File: config.mk
export PLATFORM = sky130hd
export DESIGN_NAME = bb3_fifo
export DESIGN_NICKNAME = d
export VERILOG_FILES = /design/src/rtl/core/bb3_pkg.sv /design/src/rtl/core/bb3_fifo.sv
export SDC_FILE = /design/constraint.sdc
export NUM_CORES = 2
export LEC_CHECK = 0
export BUFFER_PORTS_ARGS = -buffer_cell sky130_fd_sc_hd__buf_2
export CAP_MARGIN = 20
export CELL_PAD_IN_SITES_DETAIL_PLACEMENT = 0
export CELL_PAD_IN_SITES_GLOBAL_PLACEMENT = 1
export CORE_MARGIN = 4
export CORE_UTILIZATION = 36
export DETAILED_ROUTE_END_ITERATION = 16
export GPL_TIMING_DRIVEN = 0
export PLACE_DENSITY = 0.61
export SLEW_MARGIN = 10
export SYNTH_ARGS = -nofsm -noshare
export SYNTH_HDL_FRONTEND = slang
export SYNTH_SLANG_ARGS = --single-unit
File: constraint.sdc
create_clock -name i_clk -period 20.6 [get_ports i_clk]
set_clock_uncertainty 0.05 [all_clocks]
set_input_delay 1.03 -clock i_clk [delete_from_list [all_inputs] [get_ports i_clk]]
set_output_delay 1.03 -clock i_clk [all_outputs]
set_load 0.1 [all_outputs]
File: src/rtl/core/bb3_pkg.sv
`default_nettype none
package bb3_pkg;
    localparam int unsigned CFG_IDX_W = 1;
    localparam logic [CFG_IDX_W-1:0] REG_FRAME_WIDTH  = 1'd0;
    localparam logic [CFG_IDX_W-1:0] REG_FRAME_HEIGHT = 1'd1;
    localparam int unsigned FW_W = 11;
    localparam int unsigned FH_W = 13;
    localparam logic [FW_W-1:0] FW_RESET = 11'd640;
    localparam logic [FH_W-1:0] FH_RESET = 13'd480;
    localparam logic [FH_W-1:0] FH_MAX   = 13'd4096;
    localparam logic MODE_PIXEL = 1'b0;
    localparam logic MODE_FLUSH = 1'b1;

    typedef struct packed {
        logic [7:0] r;
        logic [7:0] g;
        logic [7:0] b;
    } t_rgb;

    // one 3x3 job for the averaging back end
    typedef struct packed {
        t_rgb [2:0][2:0] px;   // [row][col]
        logic [2:0]      rv;
        logic [2:0]      cv;
        logic            eor;
        logic            eof;
    } t_job;

    // channel sum plus count -> rounded mean
    // floor((2s+c)/(2c)) = floor((s + c/2) / c); divide by c through a
    // 16-bit fraction reciprocal, exact for every sum of up to nine pixels
    function automatic logic [7:0] round_mean(input logic [11:0] sum, input logic [3:0] cnt);
        logic [11:0] half;
        logic [16:0] recip;
        logic [28:0] prod;
        half = sum + {9'd0, cnt[3:1]};
        case (cnt)
            4'd2:    recip = 17'd32768;
            4'd3:    recip = 17'd21846;
            4'd4:    recip = 17'd16384;
            4'd5:    recip = 17'd13108;
            4'd6:    recip = 17'd10923;
            4'd7:    recip = 17'd9363;
            4'd8:    recip = 17'd8192;
            4'd9:    recip = 17'd7282;
            default: recip = 17'd65536;
        endcase
        prod = {17'd0, half} * {12'd0, recip};
        return prod[23:16];
    endfunction
endpackage
`default_nettype wire

File: src/rtl/core/bb3_fifo.sv
`default_nettype none
// Job queue between front and back; takes up to two jobs per cycle.
module bb3_fifo (
    input  wire logic          i_clk,
    input  wire logic          i_rst_n,
    input  wire logic          i_push,
    input  wire logic          i_two,
    input  wire bb3_pkg::t_job i_job0,
    input  wire bb3_pkg::t_job i_job1,
    output logic               o_space2,
    output logic               o_valid,
    input  wire logic          i_pop,
    output bb3_pkg::t_job      o_job
);
    localparam int unsigned DEPTH = 8;
    bb3_pkg::t_job r_mem [DEPTH];
    logic [2:0] r_wp, r_rp;
    logic [3:0] r_cnt;
    logic [3:0] n_cnt;

    // room for two more plus the two in the front pipe
    assign o_space2 = (r_cnt <= 4'(DEPTH - 4));
    assign o_valid  = (r_cnt != '0);
    assign o_job    = r_mem[r_rp];

    always_comb begin
        n_cnt = r_cnt + (i_push ? (i_two ? 4'd2 : 4'd1) : 4'd0) - ((i_pop && o_valid) ? 4'd1 : 4'd0);
    end

    always_ff @(posedge i_clk) begin
        if (!i_rst_n) begin
            r_wp <= '0; r_rp <= '0; r_cnt <= '0;
        end else begin
            if (i_push) r_wp <= r_wp + (i_two ? 3'd2 : 3'd1);
            if (i_pop && o_valid) r_rp <= r_rp + 1'b1;
            r_cnt <= n_cnt;
        end
    end

    always_ff @(posedge i_clk) begin
        if (i_push) begin
            r_mem[r_wp] <= i_job0;
            if (i_two) r_mem[r_wp + 1'b1] <= i_job1;
        end
    end
endmodule
`default_nettype wire

==> reports/metrics.cfg <==
[pwr]
vdd_drop_max_uv = 103
clock_power_share_pct = 31.9
sw_frac_of_total_pct = 35.5
power.share.combinational_pct = 29.6
switchingPower_uw = 3950
share_seq_of_total_power_pct = 38.5
power.total_uw = 11100
power.density_mw_per_mm2 = 104
p_leak_uw = 0.0353
p_int_uw = 7190

[detailed_routing]
drtIter0Drc = 4577
dr.pass1.iters = 5
wl_per_cell_um = 31.1
antenna_left = 0
viasPerCell = 5.38
drt-total-wl_um = 289000
drc = 0
vias = 50022

[placement]
port_buffers = 678
gp_congestion = 0.757
dp.cells = 8812
dp_hpwl_um = 194000

[timing]
finalMaxSlewViolations = 0
layout_min_cycle_time_ns = 5.44
period_share_pct = 26.4
hold_violations = 0
max_slew_margin_pct = 24.2
setup_violations = 0
rsz0062_at_grt = false
worstMarginPinSlew_ns = 1.14
fmax_mhz = 184
finalSetupTns_ns = 0

[synthesis]
syn_inst = 4678
avgSynthCellArea_um2 = 19.1
muxShareOfSynthArea_pct = 36.8
synthSimpleGateAreaFrac_pct = 0.236
ys_seq_area_share_pct = 60.6
netlist_area_mm2 = 0.0892
synthesis.nets = 5142
ys_top_cells_by_area = edfxtp_1 60%, mux2_2 22%, mux4_2 11%, mux2_1 3.3%, buf_2 1.1%
yosys.area_share.adder_pct = 0.171
synth_top_family_by_area = multiplexers
synth-compound-area-share_pct = 0.0883
ys_ff_latch = 1805
synth_xor_area_share_pct = 0.0491
synth_top_area_share_pct = 60.3
yosysUniqueCellTypes = 35
yosys.area.top_type = edfxtp_1
yosys_warnings = 0

[global_routing]
gr-total-overflow = 0
grt_max_degree = 33
antenna_found_initial = 184
grt_pass1_wl_um = 407000
grt_pass1_vias = 52900
track_usage_pct = 22.1

[clock_tree]
postCtsSetupBuffers = 0
cts-buffers-inserted = 206
insertion_delay_ns = 0.86
htree_num_levels = 4
clockRootBuffer = clkbuf_16
ctsHoldBuffers = 0
cts_tree = yes
postCtsResizedCells = 0
clockBufferDepth = 3
clkSinkCount = 1805
clkSlewWorstSetupHoldPaths_ns = 0.06

[die]
core_mm2 = 0.246
fp.dieW_um = 506
die_area_mm2 = 0.256
start_util_pct = 36.2
fp.dieH_um = 506
rows = 182
ios = 679

[setup_path]
crit_top_cell = clkbuf_1
worstPathMaxFanout = 10
critical_path_arrival_ns = 4.36
slowest_delay_ns = 0.87
slowest_stage = clkbuf_1
worstSetupPathType = flop to output pin
worstPathCellList = clkbuf_1 -> clkbuf_1 -> buf_1 -> mux4_2 -> mux2_2 -> buf_2
cp-end-kind = output pin
start_kind = flop
required_ns = 19.52

[final_layout]
fillers = 21954
post-route-util_pct = 43.4
layout_common_cells = 1792 x edfxtp_1, 1758 x mux2_2, 869 x buf_2
final_common_cell = edfxtp_1
drive_gt1_share_pct = 60.7
instances_no_fill = 9296
nets = 6173
syn_to_final_growth_pct = 19.8

[job]
maxCapViolCount = 0

[worst_hold_path]
hold_class = primary input to flop

[outcome]
status = completed

worst max-delay path: cells and delay by family, from the launching register on:
| family | cells | cell delay, ns |
|---|---|---|
| buffers and inverters | 4 | 2.43 |
| DFF | 1 | 0.31 |
| muxes | 2 | 0.74 |
path summary, 6_finish.rpt:
kind,slack (ns),depth (start not counted),start,endpoint
setup / recovery,15.16,6,flop,o_job[210]
hold / removal,0.44,3,i_rst_n,r_cnt[3]
setup reg to reg,15.97,13,r_wp[1],r_mem[0][112]
hold reg to reg,0.44,2,r_rp[1],r_rp[1]
cells in the mapped netlist:
cell         n
a21o_1       1
a21oi_1      1
a31o_2       1
and2_1       4
buf_1       10
buf_2      191
buf_4        2
buf_6       43
clkbuf_1    79
dfxtp_1     13
edfxtp_1  1792
fa_1         2
ha_1         9
inv_1        8
mux2_1     258
mux2_2    1758
mux2i_1      8
mux4_2     448
nand2_1     13
nand2b_1     6
nand3_1      3
nand4_1      1
nand4b_1     1
nor2_1       6
nor2b_1      1
nor3_2       1
o211a_1      1
o21ai_0      3
o22ai_1      4
o31ai_1      1
or3_1        1
or3b_2       1
or4_1        2
xnor2_1      2
xor2_1       3
cell type report:
class / instances / area [µm²] / area share (%)
Antenna cell: 96 / 240 / 0.225
Buffer: 325 / 1810 / 1.69
Tap cell: 3312 / 4140 / 3.88
Multi-Input combinational cell: 2540 / 33500 / 31.3
Timing Repair Buffer: 823 / 6740 / 6.30
Inverter: 8 / 30.0 / 0.0281
Sequential cell: 1805 / 54100 / 50.6
Clock inverter: 122 / 998 / 0.934
Clock buffer: 265 / 5430 / 5.08
kinds of logic after synthesis:
family,Yosys count
mux,2472
flops,1805
buf+inv,333
simple gates,40
compound gates,12
fa+ha+maj,11
xor+xnor,5
registers in the layout (all words and copies together), names as in the netlist, named ones only:
register,flops
r_cnt,4
r_mem,1792
r_rp,3
r_wp,3
power groups by stage:
stage               Combinational [µW]  Clock, µW  Sequential [µW]
floorplan                         2430          0             4450
global placement                  3210          0             4610
detailed placement                3330          0             4360
CTS                               3340       3660             4290
global route                      3430       3810             4300
finish                            3300       3560             4290
stage by stage:
| step | hold WS (ns) | worst slack, ns | cell area, µm² |
|---|---|---|---|
| 6_report | 0.437 | 15.16 | 107000 |
| 5_1_grt | 0.392 | 15.00 | 107000 |
| 4_1_cts | 0.346 | 15.10 | 107000 |
| 3_5_place_dp | 0.439 | 15.74 | 100000 |
| 3_3_place_gp | 0.415 | -21.62 | 96800 |
| 2_1_floorplan | 0.406 | 1.80 | 89200 |
layer usage:
| metal | vias up | global-route usage [%] | wire length [µm] |
|---|---|---|---|
| met5 | - | 0 | 408 |
| met4 | 66 | 7.68 | 9700 |
| met3 | 498 | 5.43 | 20400 |
| met2 | 1559 | 35.6 | 138000 |
| met1 | 26273 | 29.2 | 120000 |
| li1 | 21626 | - | - |
(Power assumes the default switching activity.)
