$ cat config.mk
export PLATFORM = sky130hd
export DESIGN_NAME = bb3_back_flat
export DESIGN_NICKNAME = d
export VERILOG_FILES = /design/src/rtl/core/bb3_pkg.sv /design/src/rtl/core/bb3_if.sv /design/src/rtl/core/bb3_back.sv /design/src/flat_wrapper.sv
export SDC_FILE = /design/constraint.sdc
export NUM_CORES = 2
export LEC_CHECK = 0
export BUFFER_PORTS_ARGS = -buffer_cell sky130_fd_sc_hd__buf_4
export CAP_MARGIN = 20
export CORE_MARGIN = 3
export CORE_UTILIZATION = 50
export DETAILED_ROUTE_END_ITERATION = 6
export PLACE_DENSITY = 0.65
export SLEW_MARGIN = 20
export SYNTH_ARGS = -nofsm -noshare
export SYNTH_HDL_FRONTEND = slang
export SYNTH_SLANG_ARGS = --single-unit
$ cat constraint.sdc
create_clock -name i_clk -period 15.7 [get_ports i_clk]
set_input_delay 3.14 -clock i_clk [delete_from_list [all_inputs] [get_ports i_clk]]
set_output_delay 3.14 -clock i_clk [all_outputs]
set_load 0.02 [all_outputs]
$ cat src/rtl/core/bb3_pkg.sv
`default_nettype none
package bb3_pkg;
    localparam int unsigned CFG_IDX_W = 1;
    localparam logic [CFG_IDX_W-1:0] REG_FRAME_WIDTH  = 1'd0;
    localparam logic [CFG_IDX_W-1:0] REG_FRAME_HEIGHT = 1'd1;
    localparam int unsigned FW_W = 11;
    localparam int unsigned FH_W = 13;
    localparam logic [FW_W-1:0] FW_RESET = 11'd640;
    localparam logic [FH_W-1:0] FH_RESET = 13'd480;
    localparam logic [FH_W-1:0] FH_MAX   = 13'd4096;
    localparam logic MODE_PIXEL = 1'b0;
    localparam logic MODE_FLUSH = 1'b1;

    typedef struct packed {
        logic [7:0] r;
        logic [7:0] g;
        logic [7:0] b;
    } t_rgb;

    // one 3x3 job for the averaging back end
    typedef struct packed {
        t_rgb [2:0][2:0] px;   // [row][col]
        logic [2:0]      rv;
        logic [2:0]      cv;
        logic            eor;
        logic            eof;
    } t_job;

    // channel sum plus count -> rounded mean
    // floor((2s+c)/(2c)) = floor((s + c/2) / c); divide by c through a
    // 16-bit fraction reciprocal, exact for every sum of up to nine pixels
    function automatic logic [7:0] round_mean(input logic [11:0] sum, input logic [3:0] cnt);
        logic [11:0] half;
        logic [16:0] recip;
        logic [28:0] prod;
        half = sum + {9'd0, cnt[3:1]};
        case (cnt)
            4'd2:    recip = 17'd32768;
            4'd3:    recip = 17'd21846;
            4'd4:    recip = 17'd16384;
            4'd5:    recip = 17'd13108;
            4'd6:    recip = 17'd10923;
            4'd7:    recip = 17'd9363;
            4'd8:    recip = 17'd8192;
            4'd9:    recip = 17'd7282;
            default: recip = 17'd65536;
        endcase
        prod = {17'd0, half} * {12'd0, recip};
        return prod[23:16];
    endfunction
endpackage
`default_nettype wire

$ cat src/rtl/core/bb3_if.sv
`default_nettype none


interface bb3_out_if;
    logic       valid;
    logic       ready;
    logic [7:0] red_out;
    logic [7:0] green_out;
    logic [7:0] blue_out;
    logic       end_of_run;
    logic       end_of_frame;
    modport source (output valid, red_out, green_out, blue_out, end_of_run, end_of_frame,
                    input ready);
    modport sink   (input valid, red_out, green_out, blue_out, end_of_run, end_of_frame,
                    output ready);
endinterface

`default_nettype wire

$ cat src/rtl/core/bb3_back.sv
`default_nettype none
// Back end: sum stage, then rounded mean into the output register.
module bb3_back (
    input  wire logic          i_clk,
    input  wire logic          i_rst_n,
    input  wire logic          i_valid,
    output logic               o_pop,
    input  wire bb3_pkg::t_job i_job,
    bb3_out_if.source          out
);
    logic        r_v;
    logic [11:0] r_sr, r_sg, r_sb;
    logic [3:0]  r_cnt;
    logic        r_eor, r_eof;
    logic        adv;
    logic [11:0] sr, sg, sb;
    logic [3:0]  cnt;

    assign adv   = !r_v || !out.valid || out.ready;
    assign o_pop = adv && i_valid;

    // add the valid cells
    always_comb begin
        sr = '0; sg = '0; sb = '0; cnt = '0;
        for (int i = 0; i < 3; i++)
            for (int j = 0; j < 3; j++)
                if (i_job.rv[i] && i_job.cv[j]) begin
                    sr = sr + 12'(i_job.px[i][j].r);
                    sg = sg + 12'(i_job.px[i][j].g);
                    sb = sb + 12'(i_job.px[i][j].b);
                    cnt = cnt + 1'b1;
                end
        if (cnt == '0) cnt = 4'd1;
    end

    always_ff @(posedge i_clk) begin
        if (!i_rst_n) begin
            r_v <= 1'b0; out.valid <= 1'b0;
        end else begin
            if (adv) r_v <= o_pop;
            if (!out.valid || out.ready) out.valid <= r_v && adv;
        end
    end

    always_ff @(posedge i_clk) begin
        if (adv) begin
            r_sr <= sr; r_sg <= sg; r_sb <= sb; r_cnt <= cnt;
            r_eor <= i_job.eor; r_eof <= i_job.eof;
        end
        if (r_v && (!out.valid || out.ready)) begin
            out.red_out      <= bb3_pkg::round_mean(r_sr, r_cnt);
            out.green_out    <= bb3_pkg::round_mean(r_sg, r_cnt);
            out.blue_out     <= bb3_pkg::round_mean(r_sb, r_cnt);
            out.end_of_run   <= r_eor;
            out.end_of_frame <= r_eof;
        end
    end
endmodule
`default_nettype wire

$ cat src/flat_wrapper.sv
// flat-port wrapper written by rule: the top's interface ports become plain ports
module bb3_back_flat 
  (i_clk, i_rst_n, i_valid, o_pop, i_job, out_valid, out_red_out, out_green_out, out_blue_out, out_end_of_run, out_end_of_frame, out_ready);
  bb3_out_if out_i ();
  input  wire logic i_clk;
  input  wire logic i_rst_n;
  input  wire logic i_valid;
  output logic o_pop;
  input  wire bb3_pkg::t_job i_job;
  output wire logic [$bits(out_i.valid)-1:0] out_valid;
  output wire logic [$bits(out_i.red_out)-1:0] out_red_out;
  output wire logic [$bits(out_i.green_out)-1:0] out_green_out;
  output wire logic [$bits(out_i.blue_out)-1:0] out_blue_out;
  output wire logic [$bits(out_i.end_of_run)-1:0] out_end_of_run;
  output wire logic [$bits(out_i.end_of_frame)-1:0] out_end_of_frame;
  input wire logic [$bits(out_i.ready)-1:0] out_ready;
  assign out_valid = out_i.valid;
  assign out_red_out = out_i.red_out;
  assign out_green_out = out_i.green_out;
  assign out_blue_out = out_i.blue_out;
  assign out_end_of_run = out_i.end_of_run;
  assign out_end_of_frame = out_i.end_of_frame;
  assign out_i.ready = out_ready;
  bb3_back u_core (.i_clk(i_clk), .i_rst_n(i_rst_n), .i_valid(i_valid), .o_pop(o_pop), .i_job(i_job), .out(out_i));
endmodule
==> impl_metrics.py <==
metrics = {
    "cts": {
        "cts_hold_buf": 0,
        "clk_pin_slew_ns": 0.08,
        "clk-insertion-delay-late_ns": 0.38,
        "cts.sink_count": 85,
        "clock_path_buffers": 2,
        "cts_tree": "built",
        "post_cts_buffers": 0,
        "htree_levels": 3,
        "cts_resized": 0,
        "cts_buffers": 9,
        "cts-root-buf": "clkbuf_16",
    },
    "critical_path": {
        "setup.worst_path.class": "primary input to flop",
        "timing.rr.end": "u_core.out.red_out[7]$_DFFE_PP_",
        "crit_buf_inv": 4,
        "crit_slowest_cell": "and2_1",
        "cp_common_cell": "ha_1",
        "cp.required_ns": 15.82,
        "end_kind": "flop",
        "path_max_fanout": 43,
        "r2r_cells": 24,
        "r2r_start": "u_core.r_cnt[2]$_SDFFCE_PP0N_",
        "critPathArrivalTime_ns": 12.59,
        "cpLargestDelayFamily": "compound AO/OA/AOI/OAI gates",
        "reg2reg_slack_ns": 8.00,
        "start_kind": "primary input",
        "max_stage_delay_ns": 0.65,
    },
    "timing": {
        "final.period_utilization_pct": 79.4,
        "rsz0062_at_grt": "false",
        "period_minus_slack_ns": 12.47,
        "report.final.slew_viol_count": 0,
        "tightest_slew_ns": 1.05,
        "slew_headroom_pct": 29.4,
        "holdWs_ns": 0.433,
        "max_freq_mhz": 80.2,
        "setup_tns_ns": 0,
        "hold_viol": 0,
        "finalSetupViolCount": 0,
        "clock_skew_ns": 0.0199,
    },
    "route": {
        "firstDrtPassIters": 5,
        "antenna_left": 0,
        "routed_wl_mm": 80.7,
        "via_count": 25100,
        "drt_iter0_drc": 1266,
        "avgViaCountPerCell": 5.43,
        "avgRoutedWirePerCell_um": 17.5,
        "drc": 0,
    },
    "power_and_ir_drop": {
        "p_sw_share_pct": 54.2,
        "switchingPower_mw": 4.14,
        "p_total_mw": 7.64,
        "seqPwrFrac_pct": 8.3,
        "p_int_mw": 3.50,
        "p_leak_nw": 16.0,
        "ir_drop_mv": 0.187,
        "clkPwrFrac_pct": 3.0,
        "combPwrFrac_pct": 88.7,
        "powerDensity_mw_per_mm2": 225,
    },
    "placement": {
        "routabilityCongestion": 0.914,
        "port_buffers": 255,
        "placed_cell_area_mm2": 0.0337,
        "dp_hpwl_mm": 66.3,
    },
    "logic_synthesis": {
        "synth_most_common_cell": "inv_1",
        "synth.net_count": 4670,
        "synth_warnings": 0,
        "synth_top_area_cell": "fa_1",
        "synthCells": 3653,
        "synthArstFlopShare_pct": 0,
        "syn_area_mm2": 0.0309,
        "ys_seq_area_share_pct": 7.71,
        "synthFlopType": "edfxtp_1",
        "ys_top_cells_by_area": "fa_1, ha_1, inv_1",
        "ys_ff_latch": 85,
        "synth_common_cells": "inv_1, nand2_1, fa_1, ha_1, nor2_1",
        "synth_top_area_share_pct": 29.1,
        "synth_edf_count": 68,
        "syn-mean-instance-area_um2": 8.46,
        "synth.distinct_cells": 95,
    },
    "global_route": {
        "antenna_found_initial": 3,
        "grt_pass1_vias": 25500,
        "grt-ovfl-total": 0,
        "grt.total_usage_pct": 25.6,
        "grt_max_degree": 50,
        "grt_pass1_wl_mm": 131,
    },
    "min_path": {
        "hp-class": "flop to flop",
        "min-delay-start": "u_core.r_eor$_DFFE_PN_",
        "whs_endpoint": "u_core.out.end_of_run$_DFFE_PP_",
        "min_delay_path_depth": 0,
    },
    "flow_run": {
        "drv_cap": 0,
    },
    "final_layout": {
        "syn2layout_area_growth_pct": 9.92,
        "drive_gt1_share_pct": 11.6,
        "final_area_mm2": 0.0340,
        "final_nets": 4841,
        "nFillCells": 5619,
    },
    "floorplanning": {
        "rows": 90,
        "coreArea_mm2": 0.0608,
        "io_pins": 256,
        "die_h_um": 255,
        "fp.dieW_um": 255,
        "initial_core_util_pct": 50.8,
        "dieArea_mm2": 0.0648,
    },
    "outcome": {
        "outcome": "finished, final reports clean",
    },
}
## logic make-up after synthesis
| logic type | synth area share [%] |
|---|---|
| and+or+nand+nor | 17.6 |
| adders and majority gates | 42.9 |
| buffers and inverters | 8.56 |
| AOI/OAI and AO/OA | 13.9 |
| xor gates and xnor gates | 6.63 |
| DFF | 7.71 |
| muxes | 2.62 |
## worst max-delay path by stage
stage,slack [ns],end,cells past startpoint,from
finish,3.23,u_core.r_sb[10]$_DFFE_PN_,46,i_job[5]
detailed placement,2.93,u_core.r_sb[10]$_DFFE_PN_,46,i_job[5]
CTS,3.30,u_core.r_sb[10]$_DFFE_PN_,46,i_job[5]
global placement,2.98,u_core.r_sb[10]$_DFFE_PN_,46,i_job[5]
global route,2.40,u_core.r_sb[10]$_DFFE_PN_,47,i_job[5]
floorplan,3.55,u_core.r_sb[10]$_DFFE_PN_,54,i_job[5]
## power by group through the flow
stage	clock network, mW	logic, mW	registers (mW)
3_3_place_gp	0	6.69	0.639
3_5_place_dp	0	6.85	0.641
6_report	0.227	6.78	0.633
4_1_cts	0.232	6.89	0.636
2_1_floorplan	0	5.18	0.577
5_1_grt	0.239	7.93	0.648
## per-stage QoR
stage	worst slack [ns]	util (%)	instances
final	3.23	55.9	4613
after global routing	2.40	55.9	4613
after CTS	3.30	55.9	4611
after detailed placement	2.93	55.4	4595
after global placement	2.98	55.4	4595
after floorplan	3.55	-	3653
## area by class of cell
class	count	area [um2]	share of cell area (%)
Sequential cell	85	2390	7.04
Clock inverter	7	75.1	0.221
Clock buffer	9	225	0.663
Timing Repair Buffer	305	2290	6.74
Multi-Input combinational cell	2872	25900	76.4
Inverter	551	2070	6.09
Antenna cell	2	5.00	0.0147
Tap cell	782	978	2.88
## worst reg2reg max path, delay by kind of cell (launching register included)
family,cells,cell delay [ns]
buf+inv,3,0.16
xor+xnor,2,0.86
compound gates,9,2.26
flops,1,0.60
fa+ha+maj,7,2.95
simple gates,3,0.62
## layer usage
metal | part of all wire, % | track usage (%)
met1 | 43 | 33.8
met2 | 50 | 45.6
met3 | 4.6 | 2.39
met4 | 2.3 | 6.19
met5 | 0 | 0
## placed cells by master (no fill, tap or decap), drive strengths merged, types with 9 or more instances in the layout
cell type / instances
a211oi: 40
a21boi: 9
a21o: 67
a21oi: 163
a31oi: 17
and2: 76
and3: 37
buf: 305
clkbuf: 9
dfxtp: 17
edfxtp: 68
fa: 450
ha: 339
inv: 556
mux2: 53
mux2i: 20
nand2: 475
nand2b: 47
nand3: 26
nor2: 190
nor2b: 187
nor3: 45
nor3b: 10
o211ai: 12
o21a: 59
o21ai: 156
o21bai: 22
o31a: 9
o31ai: 24
xnor2: 149
xor2: 64
(Power assumes the default switching activity.)
